[src/rtl/core/vidm_ram.sv]
module vidm_ram #(
	parameter int WIDTH = 8,
	parameter int DEPTH = 16
) (
	input  logic                     clk,
	input  logic                     we,
	input  logic [$clog2(DEPTH)-1:0] waddr,
	input  logic [WIDTH-1:0]         wdata,
	input  logic [$clog2(DEPTH)-1:0] raddr,
	output logic [WIDTH-1:0]         rdata
);

	logic [WIDTH-1:0] mem [DEPTH];

	// One write port and one read port with registered read data.
	always_ff @(posedge clk) begin
		if (we) begin
			mem[waddr] <= wdata;
		end
		rdata <= mem[raddr];
	end

endmodule

[config.mk]
export PLATFORM = sky130hd
export DESIGN_NAME = vidm_ram
export DESIGN_NICKNAME = d
export VERILOG_FILES = /design/src/rtl/core/vidm_ram.sv
export SDC_FILE = /design/constraint.sdc
export NUM_CORES = 1
export LEC_CHECK = 0
export CAP_MARGIN = 20
export CORE_UTILIZATION = 65
export CTS_BUF_LIST = sky130_fd_sc_hd__clkbuf_4 sky130_fd_sc_hd__clkbuf_8
export CTS_CLUSTER_SIZE = 30
export DETAILED_ROUTE_END_ITERATION = 10
export DONT_BUFFER_PORTS = 1
export GPL_ROUTABILITY_DRIVEN = 0
export HOLD_SLACK_MARGIN = 0.02
export PLACE_DENSITY = 0.89
export SLEW_MARGIN = 20
export SYNTH_ARGS = -nofsm -noshare
export SYNTH_HDL_FRONTEND = slang
export SYNTH_SLANG_ARGS = --single-unit
[constraint.sdc]
create_clock -name clk -period 2.33 [get_ports clk]
set_input_delay 0.3495 -clock clk [delete_from_list [all_inputs] [get_ports clk]]
set_output_delay 0.3495 -clock clk [all_outputs]
set_load 0.01 [all_outputs]
==> key figures, run 1 <==
Worst setup path
  – Startpoint-to-endpoint class of the critical path: reg -> reg
  – Data arrival, critical path: roughly 1700 ps
  – Startpoint types: register
  – R2r setup slk: about 900 ps
  – Critical path capture point type: register
  – CP required: 2630 ps
  – Critical-path maximum fanout: 1

Route
  – Number of DRC markers in iteration 0: ~270
  – Via Count: about 2400
  – First-pass iteration count of the detailed router: 4
  – Avg WL per Cell: roughly 26 um
  – Post-DRT Antenna Nets: 0
  – Count of unresolved DRC violations after routing: 0
  – Routed WL: slightly below 10 mm
  – Drt via density: 6.534

Cells and area
  – Relative area change from synthesis to final layout: 12.23%
  – Utilization of the core after routing: roughly three quarters
  – Commonest cells after routing, fill and taps aside: 128 x edfxtp_1, 18 x mux4_2, 17 x clkbuf_8
  – Final standard cell area without fillers: between 5000 and 6000 sq um
  – Count of non-filler cells in the finished layout: between 300 and 400
  – Layout fillers: roughly 420
  – Total area of sequential cells: between 4000 and 5000 sq um
  – Total inserted antenna cells: 0
  – Final #Nets: around 280
  – Fraction of final layout cells sized beyond drive strength 1: 21.77%
  – Most common cell after layout, fill and taps aside: edfxtp_1
  – Multi-input gate area: 1057 sq um

Clock tree
  – Number of clock sinks: between 100 and 150
  – TritonCTS clock tree: built
  – Clock Latency Late Sink: around 420 ps
  – CTS buffer count: 17
  – Root buf cell: clkbuf_8
  – Cts repair resizes: 0
  – Clk buf depth: 2
  – Clock transition at the register clock pins on the worst setup and hold paths after CTS: around 70 ps
  – # H-tree levels: 4

Global route
  – Via count of the first global-routing pass: about 2400
  – GR Util All Layers: between 20% and 30%
  – Residual overflow from global routing: 0
  – Initial antenna violation count: 0
  – Largest net degree at the start of global routing: 33
  – Wire length of the first global-routing pass: 14.33 mm

Synth
  – Warning count from the yosys run: 0
  – Post-synthesis average cell area: around 22 sq um
  – Sequential-to-total area share from yosys stat: roughly 78%
  – Distinct cell type count of the synthesized netlist: 19
  – Gate Count Post-Synth: 229
  – Mapped Nets: ~250
  – Number of synthesized register bits: about 140
  – Cell area after technology mapping: between 5000 and 6000 sq um

Floorplan
  – Area of the placeable core: 7687 sq um
  – Height of the die: slightly above 90 um
  – Std cell rows: 32
  – Initial cell density of the core: approximately two thirds
  – Die span in x: a little over 90 um
  – Top-level I/O count: 26
  – Die area: 8279 sq um

Timing
  – RSZ-0062 raised after global routing: false
  – Worst slew margin: around 50%
  – Fin crit share: approximately three fifths
  – Tmin final: approximately 1400 ps
  – Final number of hold-violating endpoints: 0
  – Setup violators final: 0
  – Final slew viol count: 0
  – Final Skew: 6.416 ps
  – Highest Clock Rate: 701.5 MHz
  – Worst slew pin tran: roughly 750 ps
  – Sum of negative setup slack: 0 ps

Outcome
  – Run status: finished, final reports clean

Power and ir drop
  – Leakage component of the power: 1.901 nW
  – Power density over cell area: approximately 860 nW/um^2
  – Peak supply drop: about 530 uV

Run
  – Maximum capacitance violations: 0

Placed design
  – Cell area after placement: roughly 5300 sq um
  – Post-DP HPWL: approximately 5.4 mm
  – Number of cells in the design after placement: around 330
  – I/O Buffers: 0

Worst hold path
  – Min-delay worst type: in -> reg
-- cell families (layout without fill, tap and decap cells) --
group / count (synthesis) / in the layout / share of synthesized area (%)
mux: 32 / 32 / 15.02
flops: 136 / 136 / 77.78
simple gates: 35 / 35 / 3.184
buf+inv: 10 / 52 / 1.677
compound gates: 16 / 16 / 2.334
-- through the flow --
step / setup slack [ps] / power, mW / hold WS, ps
after CTS: 909.4 / 4.975 / 196.9
after floorplan: 487.6 / 2.944 / 448.4
after global routing: 862.0 / 5.088 / 220.1
after detailed placement: 769.6 / 2.961 / 448.9
final: 904.5 / 4.952 / 236.2
after global placement: 764.4 / 2.954 / 449.1
-- cell type report --
type / count / area share, %
tap: 102 / 2.209
timing repair buffer: 20 / 2.946
clock inverter: 15 / 3.184
multi-input combinational: 83 / 18.30
clock buffer: 17 / 4.050
sequential: 136 / 69.31
-- sequential cells by signal, summed over array words and instances, names as in the netlist --
signal  count
rdata       8
mem       128
-- path summary, 6_finish.rpt --
| kind | start | cells past startpoint | end |
|---|---|---|---|
| worst max-delay path | mem[10][6]$_DFFE_PP_ | 3 | rdata[6]$_DFF_P_ |
| worst min-delay path | raddr[1] | 3 | rdata[0]$_DFF_P_ |
| worst min register to register | mem[14][0]$_DFFE_PP_ | 3 | rdata[0]$_DFF_P_ |
| worst max register to register | mem[10][6]$_DFFE_PP_ | 3 | rdata[6]$_DFF_P_ |
-- timing repair --
| action | CTS | global route |
|---|---|---|
| setup buffers | 0 | 0 |
| hold buffers | 8 | 0 |
| setup endpoints to repair | 0 | 0 |
| hold endpoints to repair | 128 | 0 |
-- cell usage after synthesis --
master	instances	area, sq um
nand2_1	9	33.78
a22oi_1	16	120.1
mux4_2	18	405.4
nor3_1	4	20.02
and2b_1	1	7.510
buf_4	1	7.510
nand3b_1	2	15.01
dfxtp_1	8	160.2
edfxtp_1	128	3844
nand3_1	1	5.000
buf_2	3	15.01
nor2_1	13	48.80
nor2b_1	1	6.260
mux4_1	14	367.9
and2_1	1	6.260
buf_6	3	33.78
clkdlybuf4s25_2	3	30.03
nand2b_1	2	12.51
or3b_2	1	8.760
-- critical path: stages, from the launching register on --
cell	delay [ps]
edfxtp_1	450
mux4_2	550
a22oi_1	210
nand2_1	100
-- power by group --
group / internal (mW) / total [mW] / leakage [nW] / switching [mW]
clock: 1.15 / 2.00 / 0.209 / 0.850
sequential: 2.73 / 2.76 / 1.22 / 0.0261
combinational: 0.0904 / 0.193 / 0.468 / 0.103
-- per-layer routing --
metal	wire length [um]	vias to the layer above	global-route usage (%)	part of all wire, %
met1	3751	1238	37.22	39
met3	1002	9	7.705	10
met4	104	0	9.127	1.1
met2	4749	162	38.19	49
li1	-	1028	-	-
met5	0	-	0	0
Power figures use the tool's default switching activity.
==> inputs of run 2 (changes only) <==
- CORE_UTILIZATION: 65 -> 59
- PLACE_DENSITY: 0.89 -> 0.86
- clock period: 2.33 -> 1.31 ns (I/O delays scaled with it)
==> run 2 against run 1 <==
Against the previous run: first-iteration DRC count down 9.4%; power up 75%; design area up 2.2%; highest routed layer unchanged; critical path depth unchanged; worst hold slack worse by 170 ps; sequential share of layout area down 1.5 points; combinational power up 95%; worst setup slack worse by 910 ps; the flow now finishes with violations (setup timing); clock skew up 1.1 ps; fmax up 8.3%; die area up 9.9%; sequential cell count unchanged.
==> key figures, run 2 (synthesis results as in run 1) <==
Route
  – Number of DRC markers in iteration 0: 240
  – Count of unresolved DRC violations after routing: 0
  – First-pass iteration count of the detailed router: 4
  – Via Count: roughly 2500
  – Drt via density: about 6.4
  – Post-DRT Antenna Nets: 0
  – Routed WL: between 9 and 10 mm
  – Avg WL per Cell: around 26 um

Timing
  – Worst slew pin tran: about 870 ps
  – Tmin final: around 1300 ps
  – Worst hold margin: 66.92 ps
  – Worst slew margin: roughly two fifths
  – Final Skew: about 7.5 ps
  – Worst-case setup margin in the final layout: -6.761 ps
  – Highest Clock Rate: approximately 760 MHz
  – Fin crit share: 100.5%
  – Final slew viol count: 0
  – RSZ-0062 raised after global routing: true
  – Final number of hold-violating endpoints: 0
  – Sum of negative setup slack: -6.761 ps
  – Setup violators final: 1

Run
  – Maximum capacitance violations: 0

Power and ir drop
  – Peak supply drop: between 700 and 800 uV
  – Overall power consumption: between 8 and 9 mW
  – P_sw: ~1.7 mW
  – Power density over cell area: 1466 nW/um^2
  – Sequential power share: around 57%
  – Relative contribution of combinational cells to total power: 4.4%
  – Switching power share of the total: around a fifth
  – Leakage component of the power: 1.927 nW
  – Internal power: around 7.0 mW
  – Clock network fraction of total power: slightly below 40%

Floorplan
  – Area of the placeable core: 8341 sq um
  – Die area: 9102 sq um
  – Top-level I/O count: 26
  – Height of the die: 95.41 um
  – Initial cell density of the core: between 60% and 70%
  – Die span in x: approximately 95 um
  – Std cell rows: 33

Placed design
  – I/O Buffers: 0
  – Setup slack at placement: -63.68 ps
  – Post-DP HPWL: 5.974 mm
  – Number of cells in the design after placement: 344
  – Cell area after placement: 5391 sq um

Worst hold path
  – Min-delay worst type: in -> reg

Clock tree
  – Clock Latency Late Sink: 430 ps
  – Clk buf depth: 2
  – Number of buffers inserted by post-CTS setup repair: 0
  – Number of clock sinks: between 100 and 150
  – Root buf cell: clkbuf_8
  – CTS buffer count: 17
  – # H-tree levels: 4
  – TritonCTS clock tree: built
  – Clock transition at the register clock pins on the worst setup and hold paths after CTS: 70 ps

Cells and area
  – Utilization of the core after routing: 70.76%
  – Relative area change from synthesis to final layout: 14.66%
  – Registers with the most flip-flops: mem (128), rdata (8)
  – Total area of sequential cells: roughly 4000 sq um
  – Commonest cells after routing, fill and taps aside: 128 x edfxtp_1, 23 x mux4_2, 19 x buf_4
  – Final standard cell area without fillers: just under 6000 sq um
  – Layout fillers: 498
  – Total inserted antenna cells: 0
  – Most common cell after layout, fill and taps aside: edfxtp_1
  – Multi-input gate area: 1130 sq um
  – Final #Nets: ~280
  – Fraction of final layout cells sized beyond drive strength 1: between 30% and 40%
  – Count of non-filler cells in the finished layout: between 300 and 400
  – Max reg flops: around 130
  – Largest reg by FF count: mem

Worst setup path
  – Startpoint-to-endpoint class of the critical path: reg -> reg
  – Critical-path maximum fanout: 1
  – Critical path capture point type: register
  – CP required: between 1500 and 2000 ps
  – Data arrival, critical path: between 1500 and 2000 ps
  – Startpoint types: register

Outcome
  – Violations in the final reports: setup timing
  – Run status: finished, violations left

Global route
  – Residual overflow from global routing: 0
  – Initial antenna violation count: 0
  – GR Util All Layers: between 20% and 30%
  – Largest net degree at the start of global routing: 33
  – Wire length of the first global-routing pass: between 10 and 15 mm
  – Via count of the first global-routing pass: around 2600
-- run 2: cell types whose count changed in the layout (fill, tap and decap cells not counted), sizes merged --
cell / previous run / this run
buf: 12 / 20
clkbuf: 17 / 21
clkinv: 10 / 6
bufinv: 4 / 3
clkinvlp: 1 / 2
-- run 2: area by class of cell --
type / count / share of cell area (%)
flip-flops and latches: 136 / 67.84
clock buffers: 21 / 4.473
well taps: 105 / 2.226
clock inverters: 11 / 2.205
repair buffers: 28 / 4.113
multi-input cells: 83 / 19.14
-- run 2: power by group through the flow --
stage               clock network [mW]  logic (mW)  registers, mW
floorplan                            0       0.255           4.99
global placement                     0       0.268           5.00
detailed placement                   0       0.277           5.01
CTS                               3.40       0.366           4.91
global route                      3.57       0.400           4.92
finish                            3.37       0.377           4.91
-- run 2: worst paths after layout --
kind	slack (ps)	to	from	cells past startpoint
max reg2reg	-7	rdata[2]$_DFF_P_	mem[5][2]$_DFFE_PP_	3
max	-7	rdata[2]$_DFF_P_	mem[5][2]$_DFFE_PP_	3
min	70	rdata[7]$_DFF_P_	raddr[1]	3
min reg2reg	670	rdata[7]$_DFF_P_	mem[12][7]$_DFFE_PP_	3
-- run 2: critical path: stages, from the launching register on --
cell and delay (ps):
edfxtp_1 380, mux4_1 550, a22oi_2 190, nand2_1 90
-- run 2: layer usage --
| layer | wire [um] | share of wire [%] | track usage [%] |
|---|---|---|---|
| met5 | 0 | 0 | 0 |
| met4 | 266 | 2.7 | 11.07 |
| met3 | 877 | 8.9 | 8.533 |
| met2 | 4958 | 50 | 37.26 |
| met1 | 3722 | 38 | 31.71 |
-- run 2: repair_timing --
item / CTS / global route
cloned: 0 / 0
hold buffers: 8 / 0
endpoints found under the hold margin: 128 / 0
endpoints found under the setup margin: 8 / 7
pin swaps: 1 / 6
resized for setup: 9 / 7
