### src/rtl/core/vidm_pkg.sv
package vidm_pkg;

	// Table and index space sizing.
	localparam int TABLE_SLOTS  = 8192;
	localparam int MAX_VERTICES = 4096;
	localparam int INDEX_BITS   = 21;

	// Fixed widths of the port fields.
	localparam int FIELD_W     = 21;
	localparam int OUT_VTX_W   = 12;

	// Derived sizes. The table size is a power of two.
	localparam int SLOT_W      = $clog2(TABLE_SLOTS);
	localparam int KEY_W       = 3 * INDEX_BITS;
	localparam int VCAP        = (MAX_VERTICES < TABLE_SLOTS) ? MAX_VERTICES : TABLE_SLOTS;
	localparam int NV_W        = $clog2(VCAP + 1);
	localparam int VTX_W       = $clog2(VCAP);
	localparam int EPOCH_W     = 8;

	// Hash multiply: only the low product bits that reach the folded slot are formed.
	localparam int MUL_W       = 26;
	localparam int PROD_W      = 2 * MUL_W;
	localparam logic [63:0] HASH_MULT = 64'h9E37_79B9_7F4A_7C15;

	// One table entry. An entry belongs to the current mesh only when its
	// epoch matches the running epoch.
	typedef struct packed {
		logic [EPOCH_W-1:0] epoch;
		logic [KEY_W-1:0]   key;
		logic [VTX_W-1:0]   vertex;
	} slot_entry_t;

	localparam int ENTRY_W = $bits(slot_entry_t);

endpackage

### src/rtl/core/vidm_hash.sv
module vidm_hash (
	input  logic                        clk,
	input  logic                        arst_n,
	input  logic                        start,
	input  logic [vidm_pkg::PROD_W-1:0] key,
	output logic                        done,
	output logic [vidm_pkg::SLOT_W-1:0] slot
);

	import vidm_pkg::*;

	localparam logic [MUL_W-1:0] MULT_LO = HASH_MULT[MUL_W-1:0];
	localparam logic [MUL_W-1:0] MULT_HI = HASH_MULT[PROD_W-1:MUL_W];

	logic              busy_q;
	logic [1:0]        phase_q;
	logic              done_q;
	logic [MUL_W-1:0]  op_a;
	logic [MUL_W-1:0]  op_b;
	logic [PROD_W-1:0] prod_q;
	logic [PROD_W-1:0] acc_q;
	logic [PROD_W-1:0] prod_shifted;

	// Operand select for the shared multiplier: low by low, low by high,
	// high by low. The high by high term falls outside the kept bits.
	assign op_a = (phase_q == 2'd2) ? key[PROD_W-1:MUL_W] : key[MUL_W-1:0];
	assign op_b = (phase_q == 2'd1) ? MULT_HI : MULT_LO;
	assign prod_shifted = {prod_q[MUL_W-1:0], {MUL_W{1'b0}}};

	// Sequencer control.
	always_ff @(posedge clk or negedge arst_n) begin
		if (!arst_n) begin
			busy_q  <= 1'b0;
			phase_q <= 2'd0;
			done_q  <= 1'b0;
		end else begin
			done_q <= 1'b0;
			if (start) begin
				busy_q  <= 1'b1;
				phase_q <= 2'd0;
			end else if (busy_q) begin
				phase_q <= phase_q + 2'd1;
				if (phase_q == 2'd3) begin
					busy_q <= 1'b0;
					done_q <= 1'b1;
				end
			end
		end
	end

	// Product register and accumulator, one partial product a cycle.
	always_ff @(posedge clk) begin
		if (busy_q) begin
			prod_q <= op_a * op_b;
			case (phase_q)
				2'd0: acc_q <= acc_q;
				2'd1: acc_q <= prod_q;
				2'd2: acc_q <= acc_q + prod_shifted;
				2'd3: acc_q <= acc_q + prod_shifted;
				default: acc_q <= acc_q;
			endcase
		end
	end

	// Fold the upper half onto the lower one and keep the slot bits.
	assign slot = acc_q[SLOT_W-1:0] ^ acc_q[SLOT_W+31:32];
	assign done = done_q;

endmodule

### config.mk
export PLATFORM = sky130hd
export DESIGN_NAME = vidm_hash
export DESIGN_NICKNAME = d
export VERILOG_FILES = /design/src/rtl/core/vidm_pkg.sv /design/src/rtl/core/vidm_hash.sv
export SDC_FILE = /design/constraint.sdc
export NUM_CORES = 1
export LEC_CHECK = 0
export BUFFER_PORTS_ARGS = -buffer_cell sky130_fd_sc_hd__clkbuf_2
export CORE_ASPECT_RATIO = 0.6
export CORE_MARGIN = 5
export CORE_UTILIZATION = 45
export DETAILED_ROUTE_END_ITERATION = 16
export GPL_TIMING_DRIVEN = 0
export SYNTH_ARGS = -nofsm -noshare
export SYNTH_HDL_FRONTEND = slang
export SYNTH_SLANG_ARGS = --single-unit
### constraint.sdc
create_clock -name clk -period 9 [get_ports clk]
set_clock_uncertainty 0.15 [all_clocks]
set_input_delay 1.35 -clock clk [delete_from_list [all_inputs] [get_ports clk]]
set_output_delay 1.35 -clock clk [all_outputs]
set_load 0.005 [all_outputs]
==> results_tabular.tex, run 1 <==
\begin{tabular}{lr}
\hline
Metric & Value \\
\hline
\multicolumn{2}{l}{\textbf{Route}} \\
\quad Per-cell via count in the routed design & 5.14 \\
\quad Length of the first detailed-routing pass in iterations & 7 \\
\quad Post-detailed-route wirelength per cell & 22.0 um \\
\quad Detail Route Antenna Nets & 0 \\
\quad Drt drc & 0 \\
\quad Initial detailed-routing violation count & 810 \\
\quad Total detailed-routing wirelength & 51800 um \\
\quad Via count of the routed design & 12131 \\
\multicolumn{2}{l}{\textbf{Run}} \\
\quad Count of maximum capacitance violations & 0 \\
\multicolumn{2}{l}{\textbf{Synth}} \\
\quad Library cells used by synthesis & 58 \\
\quad Area of the mapped netlist & 18000 um2 \\
\quad Number of enable flip-flop cells after synthesis & 70 \\
\quad Synthesized netlist cell count & 1732 \\
\quad Synthesized Nets & 2417 \\
\quad Number of flip-flops and latches in the synthesized netlist & 74 \\
\quad Average cell area after synthesis & 10.4 um2 \\
\quad Total number of yosys warnings & 0 \\
\quad Post-synthesis share of cell area spent on xor and xnor gates & 0.0360 \\
\quad Proportion of register bits with asynchronous set or reset after synthesis & 0.0541 \\
\quad Main combinational cell family by area after synthesis & adder cells \\
\quad Simple-gate area share of the yosys netlist & 0.0500 \\
\quad Dominant register cell in the synthesized netlist & sky130\_fd\_sc\_hd\_\_edfxtp\_1 \\
\quad Synthesized-area fraction occupied by ao, oa, aoi and oai cells & 0.0584 \\
\quad Proportion of synthesized area in mux cells & 0.0165 \\
\quad Post-synthesis adder-cell area fraction & 0.595 \\
\quad Share of the yosys chip area belonging to registers & 0.122 \\
\multicolumn{2}{l}{\textbf{Floorplanning}} \\
\quad Starting Density & 0.458 \\
\quad Vertical extent of the die & 165 um \\
\quad I/O Pins & 69 \\
\quad Core region area & 39300 um2 \\
\quad Rows & 56 \\
\quad Horizontal die dimension & 268 um \\
\quad Area enclosed by the die boundary & 44300 um2 \\
\multicolumn{2}{l}{\textbf{Layout}} \\
\quad Number of antenna diodes & 0 \\
\quad Share of post-route cells with drive strength above 1 & 0.0979 \\
\quad Nets & 2518 \\
\quad Multi-input gate area in the final layout & 13800 um2 \\
\quad Filler Cell Count & 3678 \\
\quad Layout area overhead & 9.71\% \\
\quad Storage element area & 2200 um2 \\
\multicolumn{2}{l}{\textbf{STA}} \\
\quad Aggregate negative setup slack & 0 ps \\
\quad Finish-stage setup viols & 0 \\
\quad Final number of max-transition violations & 0 \\
\quad Period utilisation layout & 0.958 \\
\quad Max Clk Rate & 116 MHz \\
\quad Final Critical Period & 8620 ps \\
\quad Transition at the pin with the smallest max-transition slack & 1020 ps \\
\quad Slew margin rel. & 0.317 \\
\quad Number of hold-slack violations in the final timing report & 0 \\
\quad Final worst slack & 375 ps \\
\multicolumn{2}{l}{\textbf{Clock network}} \\
\quad Max Buffers Root-to-Sink & 2 \\
\quad Clock latency at the later pin of the worst-skew pair & 330 ps \\
\quad TritonCTS sink count & 74 \\
\quad Hold buffer count at CTS & 0 \\
\quad CTS tree & yes \\
\quad Total CTS buffers & 9 \\
\quad Clock slew at reported path FFs & 60 ps \\
\quad Number of levels the H-tree was split into & 3 \\
\quad Root cell of the clock tree & sky130\_fd\_sc\_hd\_\_clkbuf\_16 \\
\multicolumn{2}{l}{\textbf{Worst setup path}} \\
\quad CP startpoint kind & register \\
\quad Arrival time at the worst endpoint & 8540 ps \\
\quad CP Capture Type & register \\
\quad CP Data Required Time & 8920 ps \\
\quad Delay contributed by the slowest stage of the critical path & 580 ps \\
\quad Maximum fanout encountered on the critical timing path & 10 \\
\quad CP Class & register to register \\
\quad Slowest library cell on the worst path & sky130\_fd\_sc\_hd\_\_fa\_1 \\
\multicolumn{2}{l}{\textbf{Placement}} \\
\quad Placer Congestion & 1.01 \\
\quad Post-DP HPWL & 46200 um \\
\quad Count of port buffers added during placement & 68 \\
\quad Placement Setup Slack & -1850 ps \\
\multicolumn{2}{l}{\textbf{GRT}} \\
\quad Antenna violations before repair & 1 \\
\quad Aggregate global routing overflow & 0 \\
\quad Gr usage total & 0.245 \\
\quad Pin count of the biggest net entering global routing & 45 \\
\quad Number of global-route vias before repair & 13405 \\
\quad Wire length of the first global-routing pass & 80100 um \\
\multicolumn{2}{l}{\textbf{Worst hold path}} \\
\quad Class of the tightest hold or removal check & register to register \\
\multicolumn{2}{l}{\textbf{Run status}} \\
\quad Outcome & finished, final reports clean \\
\hline
\end{tabular}
==> Yosys cell counts (all sizes together), types with 17 or more instances <==
| cell type | n | share of area |
|---|---|---|
| nand2 | 55 | 0.011 |
| fa | 377 | 0.42 |
| xnor2 | 45 | 0.022 |
| nor2 | 44 | 0.0092 |
| and2 | 17 | 0.0059 |
| o21ai | 42 | 0.012 |
| mux2i | 24 | 0.013 |
| a21oi | 34 | 0.010 |
| edfxtp | 70 | 0.12 |
| inv | 572 | 0.12 |
| xor2 | 29 | 0.014 |
| ha | 253 | 0.18 |
==> layout make-up <==
cell class,count,share of cell area
inverter,572,0.110
timing repair buffer,90,0.0260
clock inverter,6,0.00462
buffer,13,0.00494
tap,522,0.0331
sequential,74,0.112
clock buffer,10,0.0116
multi-input combinational,1073,0.699
==> placed cells by master, fill, tap and decap left out, types with 4 or more instances in the layout <==
cell	instances
sky130_fd_sc_hd__or2_2	13
sky130_fd_sc_hd__o21a_1	11
sky130_fd_sc_hd__fa_1	376
sky130_fd_sc_hd__inv_1	562
sky130_fd_sc_hd__nand2_2	4
sky130_fd_sc_hd__a21oi_2	4
sky130_fd_sc_hd__mux2i_1	10
sky130_fd_sc_hd__nand2b_1	14
sky130_fd_sc_hd__clkinvlp_4	6
sky130_fd_sc_hd__o21ai_1	5
sky130_fd_sc_hd__clkbuf_1	7
sky130_fd_sc_hd__nor2b_1	8
sky130_fd_sc_hd__nand3_1	8
sky130_fd_sc_hd__nand2_1	51
sky130_fd_sc_hd__o21bai_1	10
sky130_fd_sc_hd__ha_1	252
sky130_fd_sc_hd__nor2_1	44
sky130_fd_sc_hd__a21oi_1	30
sky130_fd_sc_hd__xnor2_1	45
sky130_fd_sc_hd__buf_4	21
sky130_fd_sc_hd__a21o_1	14
sky130_fd_sc_hd__and3_1	5
sky130_fd_sc_hd__edfxtp_1	70
sky130_fd_sc_hd__mux2i_4	10
sky130_fd_sc_hd__clkbuf_16	9
sky130_fd_sc_hd__inv_2	4
sky130_fd_sc_hd__mux2_2	4
sky130_fd_sc_hd__xor2_1	29
sky130_fd_sc_hd__clkbuf_2	72
sky130_fd_sc_hd__nor3_1	8
sky130_fd_sc_hd__a31oi_1	4
sky130_fd_sc_hd__mux2i_2	4
sky130_fd_sc_hd__o21ai_0	36
sky130_fd_sc_hd__and2_1	17
sky130_fd_sc_hd__a211oi_1	7
==> logic make-up after synthesis <==
kind of cell	count (synthesis)
adder cells (fa/ha/maj)	630
buffers and inverters	585
AND/OR/NAND/NOR	186
AO/OA/AOI/OAI	154
XOR/XNOR	74
flip-flops	74
multiplexers	29
==> worst paths after layout <==
check | endpoint | depth (start not counted) | startpoint | slack [ps]
min | acc_q[27] | 2 | prod_q[27] | 390
max reg2reg | prod_q[43] | 29 | phase_q[0] | 380
min reg2reg | acc_q[27] | 2 | prod_q[27] | 390
min in group asynchronous | done | 1 | arst_n | 660
max | prod_q[43] | 29 | phase_q[0] | 380
max in group asynchronous | busy_q | 1 | arst_n | 7900
==> flip-flops by register name, indices dropped and copies added, names as in the netlist <==
register	cells
prod_q	38
done	1
phase_q	2
busy_q	1
acc_q	32
==> metal layers <==
| metal | GRT usage | vias to the layer above | wire (um) |
|---|---|---|---|
| met5 | 0.0473 | - | 296 |
| met1 | 0.350 | 6110 | 23500 |
| met4 | 0.0307 | 6 | 658 |
| met2 | 0.332 | 502 | 19500 |
| li1 | - | 5458 | - |
| met3 | 0.136 | 55 | 7900 |
==> worst max-delay path: cells and delay by family (launching register included) <==
kind / cells / cell delay, ps
adder cells (fa/ha/maj): 9 / 3930
buffers and inverters: 9 / 1350
multiplexers: 1 / 440
flip-flops: 1 / 440
XOR/XNOR: 1 / 120
AO/OA/AOI/OAI: 9 / 1880
==> timing repair <==
item / CTS / global route
pin swaps: 0 / 1
hold endpoints to repair: 0 / 0
gates resized for setup: 43 / 28
endpoints found under the setup margin: 24 / 10
setup buffers: 5 / 16
==> metrics by stage <==
step | hold slack, ps | cell area (um2) | instances | util
after floorplan | 345 | 18000 | 1732 | -
after global placement | 365 | 19000 | 2322 | 0.483
after detailed placement | 376 | 19000 | 2323 | 0.484
after CTS | 377 | 19500 | 2344 | 0.497
after global routing | 408 | 19800 | 2360 | 0.503
final | 395 | 19800 | 2360 | 0.503
Power of run 1 is not shown: default switching activity piles up to over one toggle a cycle in this logic, so the estimate is an artifact.
==> run 2: changes to the inputs <==
--- a/config.mk
+++ b/config.mk
@@ -11,6 +11,7 @@
 export CORE_UTILIZATION = 45
 export DETAILED_ROUTE_END_ITERATION = 16
 export GPL_TIMING_DRIVEN = 0
+export MAX_ROUTING_LAYER = met4
 export SYNTH_ARGS = -nofsm -noshare
 export SYNTH_HDL_FRONTEND = slang
 export SYNTH_SLANG_ARGS = --single-unit
==> run 2 against run 1 <==
  * Non-clock buffer count decreased by 3
  * Global-route usage rose by 1.0 points
  * Sequential share of layout area about the same
  * Maximum frequency shrank 0.25%
  * Final cell count fell by 0.13%
  * Hold slack worse by 3.2 ps
  * Core utilization about the same
  * Highest routed layer is now met4
  * Via count increased by 0.63%
  * Clock-buffer cell count stayed put
  * Die area did not move
==> results_tabular.tex, run 2 (synthesis gave the netlist of run 1 again) <==
\begin{tabular}{lr}
\hline
Metric & Value \\
\hline
\multicolumn{2}{l}{\textbf{Worst setup path}} \\
\quad Launch instance of the worst register-to-register path & phase\_q[0] (unchanged) \\
\quad Most frequent CP cell & sky130\_fd\_sc\_hd\_\_fa\_1 \\
\quad Maximum fanout encountered on the critical timing path & 10 (unchanged) \\
\quad Arrival time at the worst endpoint & 8570 ps (was 8540 ps) \\
\quad CP Data Required Time & 8920 ps (about the same) \\
\quad Worst reg2reg setup slack & 350 ps (was 380 ps) \\
\quad CP startpoint kind & register (unchanged) \\
\quad Delay contributed by the slowest stage of the critical path & 640 ps (was 580 ps) \\
\quad Worst reg2reg path endpoint & prod\_q[44] (was prod\_q[43]) \\
\quad Worst r2r path cells & 30 (was 29) \\
\quad CP Capture Type & register (unchanged) \\
\quad Slowest library cell on the worst path & sky130\_fd\_sc\_hd\_\_fa\_1 (unchanged) \\
\quad CP Class & register to register (unchanged) \\
\multicolumn{2}{l}{\textbf{STA}} \\
\quad Final number of max-transition violations & 0 (unchanged) \\
\quad Max Clk Rate & 116 MHz (about the same) \\
\quad Finish-stage setup viols & 0 (unchanged) \\
\quad Final Critical Period & 8650 ps (was 8620 ps) \\
\quad Slew margin rel. & 0.278 (was 0.317) \\
\quad Number of hold-slack violations in the final timing report & 0 (unchanged) \\
\quad Period utilisation layout & 0.961 (was 0.958) \\
\quad Transition at the pin with the smallest max-transition slack & 1080 ps (was 1020 ps) \\
\quad Worst slack on hold paths & 392 ps (was 395 ps) \\
\multicolumn{2}{l}{\textbf{Run status}} \\
\quad Outcome & finished, final reports clean (unchanged) \\
\multicolumn{2}{l}{\textbf{Floorplanning}} \\
\quad Area enclosed by the die boundary & 44300 um2 (unchanged) \\
\quad Core region area & 39300 um2 (unchanged) \\
\quad I/O Pins & 69 (unchanged) \\
\quad Rows & 56 (unchanged) \\
\quad Vertical extent of the die & 165 um (unchanged) \\
\quad Horizontal die dimension & 268 um (unchanged) \\
\quad Starting Density & 0.458 (unchanged) \\
\multicolumn{2}{l}{\textbf{Layout}} \\
\quad Number of flip-flops in the largest register & 38 (unchanged) \\
\quad Share of post-route cells with drive strength above 1 & 0.0981 (was 0.0979) \\
\quad Most common library cell in the layout ignoring fill and taps & sky130\_fd\_sc\_hd\_\_inv\_1 (unchanged) \\
\quad Most flop-heavy register & prod\_q (unchanged) \\
\quad Nets & 2515 (was 2518) \\
\quad Commonest cells after routing, fill and taps aside & sky130\_fd\_sc\_hd\_\_inv\_1 (560), sky130\_fd\_sc\_hd\_\_fa\_1 (377), sky130\_fd\_sc\_hd\_\_ha\_1 (252) (was sky130\_fd\_sc\_hd\_\_inv\_1 (562), sky130\_fd\_sc\_hd\_\_fa\_1 (376), sky130\_fd\_sc\_hd\_\_ha\_1 (252)) \\
\quad Layout area overhead & 9.71\% (about the same) \\
\quad Number of antenna diodes & 0 (unchanged) \\
\quad Largest registers & prod\_q: 38 flops, acc\_q: 32 flops, phase\_q: 2 flops (unchanged) \\
\multicolumn{2}{l}{\textbf{GRT}} \\
\quad Aggregate global routing overflow & 0 (unchanged) \\
\quad Number of global-route vias before repair & 13066 (was 13405) \\
\quad Gr usage total & 0.256 (was 0.245) \\
\quad Pin count of the biggest net entering global routing & 45 (unchanged) \\
\quad Antenna violations before repair & 0 (was 1) \\
\quad Wire length of the first global-routing pass & 80400 um (was 80100 um) \\
\multicolumn{2}{l}{\textbf{Run}} \\
\quad Count of maximum capacitance violations & 0 (unchanged) \\
\multicolumn{2}{l}{\textbf{Worst hold path}} \\
\quad Class of the tightest hold or removal check & register to register (unchanged) \\
\quad Hold endpoint & acc\_q[27] (unchanged) \\
\quad Hold Path Depth & 2 (unchanged) \\
\quad Origin of the worst min-delay path & prod\_q[27] (unchanged) \\
\multicolumn{2}{l}{\textbf{Route}} \\
\quad Per-cell via count in the routed design & 5.18 (was 5.14) \\
\quad Detail Route Antenna Nets & 0 (unchanged) \\
\quad Initial detailed-routing violation count & 928 (was 810) \\
\quad Via count of the routed design & 12207 (was 12131) \\
\quad Post-detailed-route wirelength per cell & 22.4 um (was 22.0 um) \\
\quad Drt drc & 0 (unchanged) \\
\quad Length of the first detailed-routing pass in iterations & 4 (was 7) \\
\quad Total detailed-routing wirelength & 52800 um (was 51800 um) \\
\multicolumn{2}{l}{\textbf{Clock network}} \\
\quad Clock latency at the later pin of the worst-skew pair & 330 ps (about the same) \\
\quad CTS tree & yes (unchanged) \\
\quad Root cell of the clock tree & sky130\_fd\_sc\_hd\_\_clkbuf\_16 (unchanged) \\
\quad Total CTS buffers & 9 (unchanged) \\
\quad Clock slew at reported path FFs & 60 ps (about the same) \\
\quad TritonCTS sink count & 74 (unchanged) \\
\quad Number of levels the H-tree was split into & 3 (unchanged) \\
\quad Max Buffers Root-to-Sink & 2 (unchanged) \\
\multicolumn{2}{l}{\textbf{Placement}} \\
\quad Post-DP HPWL & 47000 um (was 46200 um) \\
\quad Placer Congestion & 1.02 (was 1.01) \\
\quad Count of port buffers added during placement & 68 (unchanged) \\
\hline
\end{tabular}
==> run 2: worst max path at each step <==
| stage | startpoint | to | slack [ps] | cells after the start |
|---|---|---|---|---|
| finish | phase_q[0] | prod_q[44] | 350 | 30 |
| global route | phase_q[0] | prod_q[44] | -60 | 30 |
| floorplan | phase_q[0] | prod_q[43] | 500 | 31 |
| CTS | phase_q[0] | prod_q[43] | 60 | 32 |
| detailed placement | phase_q[0] | prod_q[43] | -1850 | 31 |
| global placement | phase_q[0] | prod_q[43] | -1810 | 31 |
==> run 2: routing by layer <==
layer / GRT usage / wire [um] / up-vias
li1: - / - / 5443
met1: 0.381 / 25400 / 6308
met2: 0.338 / 20000 / 436
met3: 0.110 / 7220 / 20
met4: 0.0151 / 217 / 0
met5: - / 0 / -
==> run 2: final cells by class <==
type,instances,area (um2)
fill,3611,19600
clock inverter,6,66.3
tap,522,653
multi-input combinational,1073,13800
timing repair buffer,87,490
sequential,74,2200
clock buffer,10,239
inverter,572,2180
buffer,13,105
==> run 2: per-stage QoR <==
step           area, um2   util  cells  setup slack (ps)  setup TNS, ps
6_report           19800  0.503   2357               353              0
5_1_grt            19800  0.503   2357             -57.2          -89.8
4_1_cts            19600  0.499   2348              62.6              0
3_5_place_dp       19000  0.484   2323             -1850         -26380
3_3_place_gp       19000  0.483   2322             -1810         -25520
2_1_floorplan      18000      -   1732               503              0
==> run 2: critical path: cells and delay by family, from the launching register on <==
kind / cells / cell delay, ps
AO/OA/AOI/OAI: 7 / 1570
multiplexers: 1 / 330
AND/OR/NAND/NOR: 2 / 260
buffers and inverters: 10 / 1360
adder cells (fa/ha/maj): 9 / 4120
flip-flops: 1 / 450
XOR/XNOR: 1 / 100
==> run 2: repair_timing <==
| item | in CTS | in global routing |
|---|---|---|
| buffers inserted | 9 | 9 |
| gates resized for setup | 52 | 25 |
| hold buffers | 0 | 0 |
| pin swaps | 0 | 1 |
| endpoints found under the setup margin | 23 | 9 |
| gates cloned | 0 | 0 |
Power of run 2 is left out for the same reason.
